## src/hdl/rcn_pkg.sv

```systemverilog
`default_nettype none
package rcn_pkg;
	localparam int PixW = 32;
	localparam int NumCfg = 8;
	localparam int MaxLineW = 1024;
	localparam logic [2:0] CFG_COEF_TOP = 3'd0;
	localparam logic [2:0] CFG_COEF_MID = 3'd1;
	localparam logic [2:0] CFG_COEF_BOT = 3'd2;
	localparam logic [2:0] CFG_CHAN_EN = 3'd3;
	localparam logic [2:0] CFG_GAIN = 3'd4;
	localparam logic [2:0] CFG_BIAS = 3'd5;
	localparam logic [2:0] CFG_WIDTH = 3'd6;
	localparam logic [2:0] CFG_HEIGHT = 3'd7;

	typedef enum logic [1:0] {F_IDLE, F_READ, F_EMIT} fstate_t;
	typedef enum logic [1:0] {B_IDLE, B_MAC, B_GAIN, B_OUT} bstate_t;

	// window item handed from front to back
	typedef struct packed {
		logic [8:0][PixW-1:0] win;
		logic [9:0] col;
		logic [15:0] row;
		logic last;
	} win_item_t;

	typedef struct packed {
		logic [7:0] red;
		logic [7:0] green;
		logic [7:0] blue;
		logic [7:0] alpha;
		logic [9:0] col;
		logic [15:0] row;
		logic last;
	} res_item_t;
endpackage
`default_nettype wire

```

## src/hdl/rcn_back.sv

```systemverilog
`default_nettype none
module rcn_back import rcn_pkg::*; (
	input wire logic clk,
	input wire logic arst_n,
	input wire logic q_valid,
	output logic q_ready,
	input wire win_item_t q_item,
	input wire logic [47:0] coef_top,
	input wire logic [47:0] coef_mid,
	input wire logic [47:0] coef_bot,
	input wire logic [3:0] chan_en,
	input wire logic [23:0] gain,
	input wire logic [8:0] bias,
	output logic r_valid,
	input wire logic r_ready,
	output res_item_t r_item
);
	// one multiply-accumulate per cycle: 9 taps x 4 channels, then gain multiply
	bstate_t state_q, state_d;
	win_item_t it_q;
	logic [3:0] tap_q;
	logic [1:0] ch_q;
	logic signed [27:0] acc_q;
	logic [3:0][7:0] res_q;
	logic [143:0] coefs;
	logic signed [15:0] cf;
	logic [7:0] pv;
	logic signed [27:0] acc_n;
	logic signed [53:0] t_n;
	logic [7:0] clampv;
	logic [7:0] ctr;

	assign coefs = {coef_bot, coef_mid, coef_top};
	assign cf = coefs[tap_q*16 +: 16];
	assign pv = it_q.win[tap_q][ch_q*8 +: 8];
	assign acc_n = acc_q + 28'(cf) * 28'($signed({1'b0, pv}));
	// gain applied to the finished sum, rounded once
	assign t_n = 54'(acc_q) * 54'($signed({1'b0, gain}))
		+ 54'($signed({1'b0, bias, 24'd0})) + 54'sd8388608;
	assign ctr = it_q.win[4][ch_q*8 +: 8];
	always_comb begin
		if (t_n < 0) clampv = 8'd0;
		else if (t_n[53:24] > 30'd255) clampv = 8'd255;
		else clampv = t_n[31:24];
	end

	assign q_ready = (state_q == B_IDLE);
	assign r_valid = (state_q == B_OUT);
	always_comb begin
		r_item.red = res_q[0];
		r_item.green = res_q[1];
		r_item.blue = res_q[2];
		r_item.alpha = res_q[3];
		r_item.col = it_q.col;
		r_item.row = it_q.row;
		r_item.last = it_q.last;
	end

	always_comb begin
		state_d = state_q;
		unique case (state_q)
			B_IDLE: if (q_valid) state_d = B_MAC;
			B_MAC: if (tap_q == 4'd8) state_d = B_GAIN;
			B_GAIN: if (ch_q == 2'd3) state_d = B_OUT;
				else state_d = B_MAC;
			B_OUT: if (r_ready) state_d = B_IDLE;
			default: state_d = B_IDLE;
		endcase
	end

	always_ff @(posedge clk or negedge arst_n) begin
		if (!arst_n) begin
			state_q <= B_IDLE;
			tap_q <= '0;
			ch_q <= '0;
		end else begin
			state_q <= state_d;
			unique case (state_q)
				B_IDLE: begin
					tap_q <= '0;
					ch_q <= '0;
				end
				B_MAC: if (tap_q != 4'd8) tap_q <= tap_q + 4'd1;
				B_GAIN: begin
					tap_q <= '0;
					ch_q <= ch_q + 2'd1;
				end
				default: ;
			endcase
		end
	end

	always_ff @(posedge clk) begin
		if (state_q == B_IDLE && q_valid) it_q <= q_item;
		if (state_q == B_IDLE || state_q == B_GAIN) acc_q <= '0;
		else if (state_q == B_MAC) acc_q <= acc_n;
		if (state_q == B_GAIN) res_q[ch_q] <= chan_en[ch_q] ? clampv : ctr;
	end
endmodule
`default_nettype wire

```

## config.mk

```make
export PLATFORM = sky130hd
export DESIGN_NAME = rcn_back
export DESIGN_NICKNAME = d
export VERILOG_FILES = /design/src/hdl/rcn_pkg.sv /design/src/hdl/rcn_back.sv
export SDC_FILE = /design/constraint.sdc
export NUM_CORES = 2
export LEC_CHECK = 0
export ABC_AREA = 1
export BUFFER_PORTS_ARGS = -buffer_cell sky130_fd_sc_hd__buf_4
export CAP_MARGIN = 20
export CORE_MARGIN = 2
export CORE_UTILIZATION = 40
export DETAILED_ROUTE_END_ITERATION = 12
export PLACE_DENSITY = 0.65
export SLEW_MARGIN = 20
export SYNTH_ARGS = -nofsm -noshare
export SYNTH_HDL_FRONTEND = slang
export SYNTH_SLANG_ARGS = --single-unit
```

## constraint.sdc

```tcl
create_clock -name clk -period 32.7 [get_ports clk]
set_clock_uncertainty 0.05 [all_clocks]
set_input_delay 3.27 -clock clk [delete_from_list [all_inputs] [get_ports clk]]
set_output_delay 3.27 -clock clk [all_outputs]
set_load 0.01 [all_outputs]
```

# After elaboration in Yosys (flattened, before gate mapping)
# Index checks and enable logic that the tools add are counted.
dict set report classes {
  n_addsub 5
  n_mul 2
  magnitude_cmp 5
  eq_ne 10
  shifts 3
  mux 18
  n_reduce_logical 9
}
# op n
set op_table {}
lappend op_table {{variable part select 144 x 9 -> 16 bit} 1}
lappend op_table {{binary-select mux 32 bit (select 4 bit)} 1}
lappend op_table {{variable part select 32 x 6 -> 8 bit} 2}
lappend op_table {{adder 53 x 34 -> 54 bit} 1}
lappend op_table {{adder 54 x 25 -> 54 bit (second input constant)} 1}
lappend op_table {{less-than comparator 54 x 1 -> 1 bit (second input constant)} 1}
lappend op_table {{multiplier 28 x 25 -> 53 bit} 1}
lappend op_table {{bitwise mux 32 bit} 1}
lappend op_table {{two-way mux 32 bit} 1}
lappend op_table {{two-way mux 8 bit} 4}
lappend op_table {{greater-than comparator 30 x 8 -> 1 bit (second input constant)} 1}
lappend op_table {{adder 28 x 25 -> 28 bit} 1}
lappend op_table {{multiplier 16 x 9 -> 25 bit} 1}
lappend op_table {{demux 8 bit (select 2 bit)} 1}
lappend op_table {{two-way mux 2 bit} 4}
lappend op_table {{one-hot mux 2 bit (4 select lines)} 1}
lappend op_table {{one-hot mux 4 bit (2 select lines)} 1}
lappend op_table {{== test 2 bit (second input constant)} 3}
lappend op_table {{!= test 2 bit (second input constant)} 3}
lappend op_table {{less-than comparator 4 x 5 -> 1 bit (second input constant)} 1}
lappend op_table {{adder 4 x 1 -> 4 bit (second input constant)} 1}
lappend op_table {{== test 4 bit (second input constant)} 1}
lappend op_table {{two-way mux 4 bit} 1}
lappend op_table {{!= test 4 bit (second input constant)} 1}
lappend op_table {{other kinds (15)} 17}
dict set report word_totals {
  register_bits 383
  in_bits 500
  output_inout_bits 61
}

# Depth between registers and ports, before layout
dict set report depth {
  depth_word 8
  mapped_depth 38
  depth_no_buf 36
}

# Worst setup path before layout
# Ideal clock, no wire load.
dict set report synth_path {
  path_type {input port to flip-flop}
  start {input port q_valid}
  end {register it_q[100] (netlist bit) (enable)}
  setup_ps 1441
  arrival_ps 25638
  slack_ps 5572
  path_stages 1
  n_path_buf 0
  cell_sequence {nor3b_1}
}
dict set report synth_between {
  elab_chain_len 1
}
# element line
set synth_rtl {}
lappend synth_rtl {{from (decl)} rcn_back.sv:5} ;# input wire logic q_valid,
lappend synth_rtl {{logical AND 1 bit} rcn_back.sv:94} ;# if (state_q == B_IDLE && q_valid) it_q <= q_item;
lappend synth_rtl {{to (signal assigned)} rcn_back.sv:94}
lappend synth_rtl {{to (decl)} rcn_back.sv:20} ;# win_item_t it_q;
# No other way between the ends.
# A chain may end at the register's enable or synchronous reset.

# Worst setup path after layout
dict set report layout_path {
  start {input port gain[1]}
  end {register res_q (netlist bit r_item[31]), data pin}
}
dict set report layout_between {
  elab_chain_len 8
  elab_cells_between_ends 9
}
# element line
set layout_rtl {}
lappend layout_rtl {{from (decl)} rcn_back.sv:12} ;# input wire logic [23:0] gain,
lappend layout_rtl {{multiplier 28 x 25 -> 53 bit *} rcn_back.sv:38} ;# assign t_n = 54'(acc_q) * 54'($signed({1'b0, gain}))
lappend layout_rtl {{adder 53 x 34 -> 54 bit *} rcn_back.sv:39} ;# + 54'($signed({1'b0, bias, 24'd0})) + 54'sd8388608;
lappend layout_rtl {{adder 54 x 25 -> 54 bit *} rcn_back.sv:39}
lappend layout_rtl {{greater-than comparator 30 x 8 -> 1 bit} rcn_back.sv:43} ;# else if (t_n[53:24] > 30'd255) clampv = 8'd255;
lappend layout_rtl {{two-way mux 8 bit} rcn_back.sv:43}
lappend layout_rtl {{two-way mux 8 bit *} rcn_back.sv:42} ;# if (t_n < 0) clampv = 8'd0;
lappend layout_rtl {{two-way mux 8 bit *} rcn_back.sv:97} ;# if (state_q == B_GAIN) res_q[ch_q] <= chan_en[ch_q] ? clampv : ctr;
lappend layout_rtl {{bitwise mux 32 bit *} rcn_back.sv:97}
lappend layout_rtl {{to (signal, indexed assignment)} rcn_back.sv:97}
lappend layout_rtl {{to (decl)} rcn_back.sv:24} ;# logic [3:0][7:0] res_q;
# Mark *: on every way between the ends. The rest lies on a longest branch, timed or not.

==> impl_metrics.csv <==
group,metric,value,unit
global_routing,grt_pass1_vias,40320,
clock_tree,clk_latency,620,ps
global_routing,grt_start_max_net_pins,157,
setup_path,cpMostUsedCell,"fa_1",
routing,dr.first_iter.drc_count,2858,
cells_and_area,fillerInstances,11695,
floorplan,rows,127,
routing,ant_nets,0,
sta,setup_viol,0,
sta,timing.final.max_slew_violations,0,
sta,tightest_slew,1110,ps
logic_synthesis,syn_inst,5627,
clock_tree,postCtsSetupBuffers,0,
sta,slew_headroom,25.8,%
logic_synthesis,ys_seq_area_share,23.1,%
routing,wirelength,152000,um
clock_tree,cts-hold-fix-buffers,0,
floorplan,die_area,124000,um^2
logic_synthesis,synthTopCellsByCount,"inv_1 (1522), nand2_1 (1149), fa_1 (841)",
clock_tree,path_clk_slew,60,ps
cells_and_area,final_area,55300,um^2
clock_tree,h-tree-depth,2,
routing,viasPerCell,4.98,
outcome,status,"finished clean",
clock_tree,cts_buffers,44,
sta,period_minus_slack,10380,ps
logic_synthesis,syn_nets,7200,
logic_synthesis,synth_top_area_share,34.7,%
logic_synthesis,synth_edf_count,347,
floorplan,chipWidth,352,um
logic_synthesis,synthArstFlopShare,2.09,%
placement,io_buffer_count,560,
setup_path,slowest_stage,"fa_1",
sta,tns,0,ps
routing,wl_per_cell,19.9,um
clock_tree,cts.sinks,383,
setup_path,start_kind,"input port",
floorplan,core-area,120000,um^2
placement,gp_congestion,0.969,
sta,grt_setup_unrepaired,"no",
clock_tree,cts_tree,"built",
logic_synthesis,synth_area_leader_cell,"fa_1",
placement,dp_hpwl,125000,um
routing,dr.pass1.iters,6,
worst_hold_path,hold_class,"register to register",
floorplan,dieHeight,352,um
cells_and_area,layout-drive-gt1-share,11.8,%
floorplan,num_io_pins,561,
clock_tree,cts-root-buf,"clkbuf_16",
sta,period_share,31.8,%
routing,drc_errors,0,
setup_path,path_class,"input port to register",
logic_synthesis,yosysWarnings,0,
setup_path,critPathRequiredTime,32940,ps
sta,hold_violations,0,
logic_synthesis,avgSynthCellArea,8.61,um^2
global_routing,grt_pass1_wl,237000,um
global_routing,track_usage,24.9,%
logic_synthesis,synth_most_common_cell,"inv_1",
routing,vias,38129,
logic_synthesis,synth-seq-cells,383,
floorplan,start_util,40.4,%
placement,dpl-instance-area,53800,um^2
cells_and_area,area_growth,14.1,%
logic_synthesis,synth_area_leaders,"fa_1 (35%), edfxtp_1 (22%), inv_1 (12%)",
logic_synthesis,synth_area,48500,um^2
global_routing,antenna_found_initial,18,
flow_run,drv_cap,0,
setup_path,critPathMaxStageDelay,710,ps
cells_and_area,nets,7567,
clock_tree,clock_path_buffers,3,
logic_synthesis,synth_flop_cell,"edfxtp_1",
setup_path,worstPathArrival,10620,ps
setup_path,cp_max_fo,27,
sta,maxClockFrequency,96.3,MHz
logic_synthesis,synth_cell_types,48,
setup_path,worst_setup_path_end_kind,"register",
global_routing,overflow,0,
clock_tree,cts-resized-gates,0,
## area by class of cell
| type | instances | area, um^2 | share of cell area, % |
|---|---|---|---|
| inverters | 1538 | 5780 | 10.4 |
| clock inverters | 28 | 319 | 0.577 |
| multi-input cells | 3419 | 30300 | 54.7 |
| clock buffers | 51 | 1130 | 2.04 |
| well taps | 1612 | 2020 | 3.65 |
| diodes | 14 | 35.0 | 0.0634 |
| flip-flops and latches | 383 | 11200 | 20.2 |
| repair buffers | 608 | 4580 | 8.28 |
## path summary, 6_finish.rpt
path / from / endpoint / slack [ps] / cells after the start
min: acc_q[19] / acc_q[19] / 410 / 2
min in group asynchronous: arst_n / tap_q[1] / 2420 / 1
max: gain[1] / r_item[31] / 22320 / 30
max reg2reg: tap_q[0] / acc_q[23] / 23540 / 31
min reg2reg: acc_q[19] / acc_q[19] / 410 / 2
max in group asynchronous: arst_n / ch_q[0] / 29990 / 1
## metrics by stage
stage               setup WS, ps  std cells  hold WS [ps]  utilization [%]
CTS                        22250       7639           409             46.1
detailed placement         21660       7560           397             44.9
finish                     22320       7653           406             46.1
global placement           21810       7560           391             44.9
floorplan                   5570       5627           485                -
global route               21740       7649           438             46.1
## layer usage
layer	track usage, %	part of all wire (%)	vias up
li1	-	-	17471
met1	32.8	41	18962
met2	41.5	48	1442
met3	4.51	7.7	248
met4	8.07	3.5	6
met5	0	0.025	-
## logic make-up (layout without fill, tap and decap cells)
family                     count (synthesis)  in the layout  share of synthesized area [%]
xor gates and xnor gates                  23             23                          0.416
DFF                                      383            383                           23.1
and+or+nand+nor                         1722           1722                           14.0
buffers and inverters                   1825           2225                           14.5
other                                      0             14                              0
AOI/OAI and AO/OA                        601            601                           7.25
adders and majority gates               1073           1073                           40.7
## state kept, by name (all words and copies together), names as in the netlist
register and cells:
it_q 288, r_item 59, acc_q 28, tap_q 4, ch_q 2, state_q 2
## critical path: cells and delay by family
family | cells | cell delay, ps
buffers and inverters | 7 | 1270
adders and majority gates | 8 | 4090
and+or+nand+nor | 15 | 1960
## cell usage in the layout (no fill, tap or decap), drive strengths merged, types with 5 or more instances in the layout
cell | Yosys | routed
o221ai | 81 | 81
a21oi | 151 | 151
inv | 1535 | 1538
o211ai | 18 | 18
xnor2 | 8 | 8
xor2 | 15 | 15
nand3 | 89 | 89
or3 | 16 | 16
clkinv | 3 | 20
o21a | 7 | 7
dfrtp | 8 | 8
diode | 0 | 14
o22ai | 8 | 8
edfxtp | 347 | 347
nor4 | 5 | 5
clkbuf | 198 | 51
nor2 | 410 | 410
o21ai | 292 | 292
buf | 89 | 608
or2 | 5 | 5
o21bai | 19 | 19
a31oi | 6 | 6
a32o | 5 | 5
nor3 | 16 | 16
nand4 | 21 | 21
fa | 841 | 841
dfxtp | 28 | 28
nand2 | 1153 | 1153
ha | 232 | 232
Power is not shown: default switching activity piles up to over one toggle a cycle in this logic, so the estimate is an artifact.
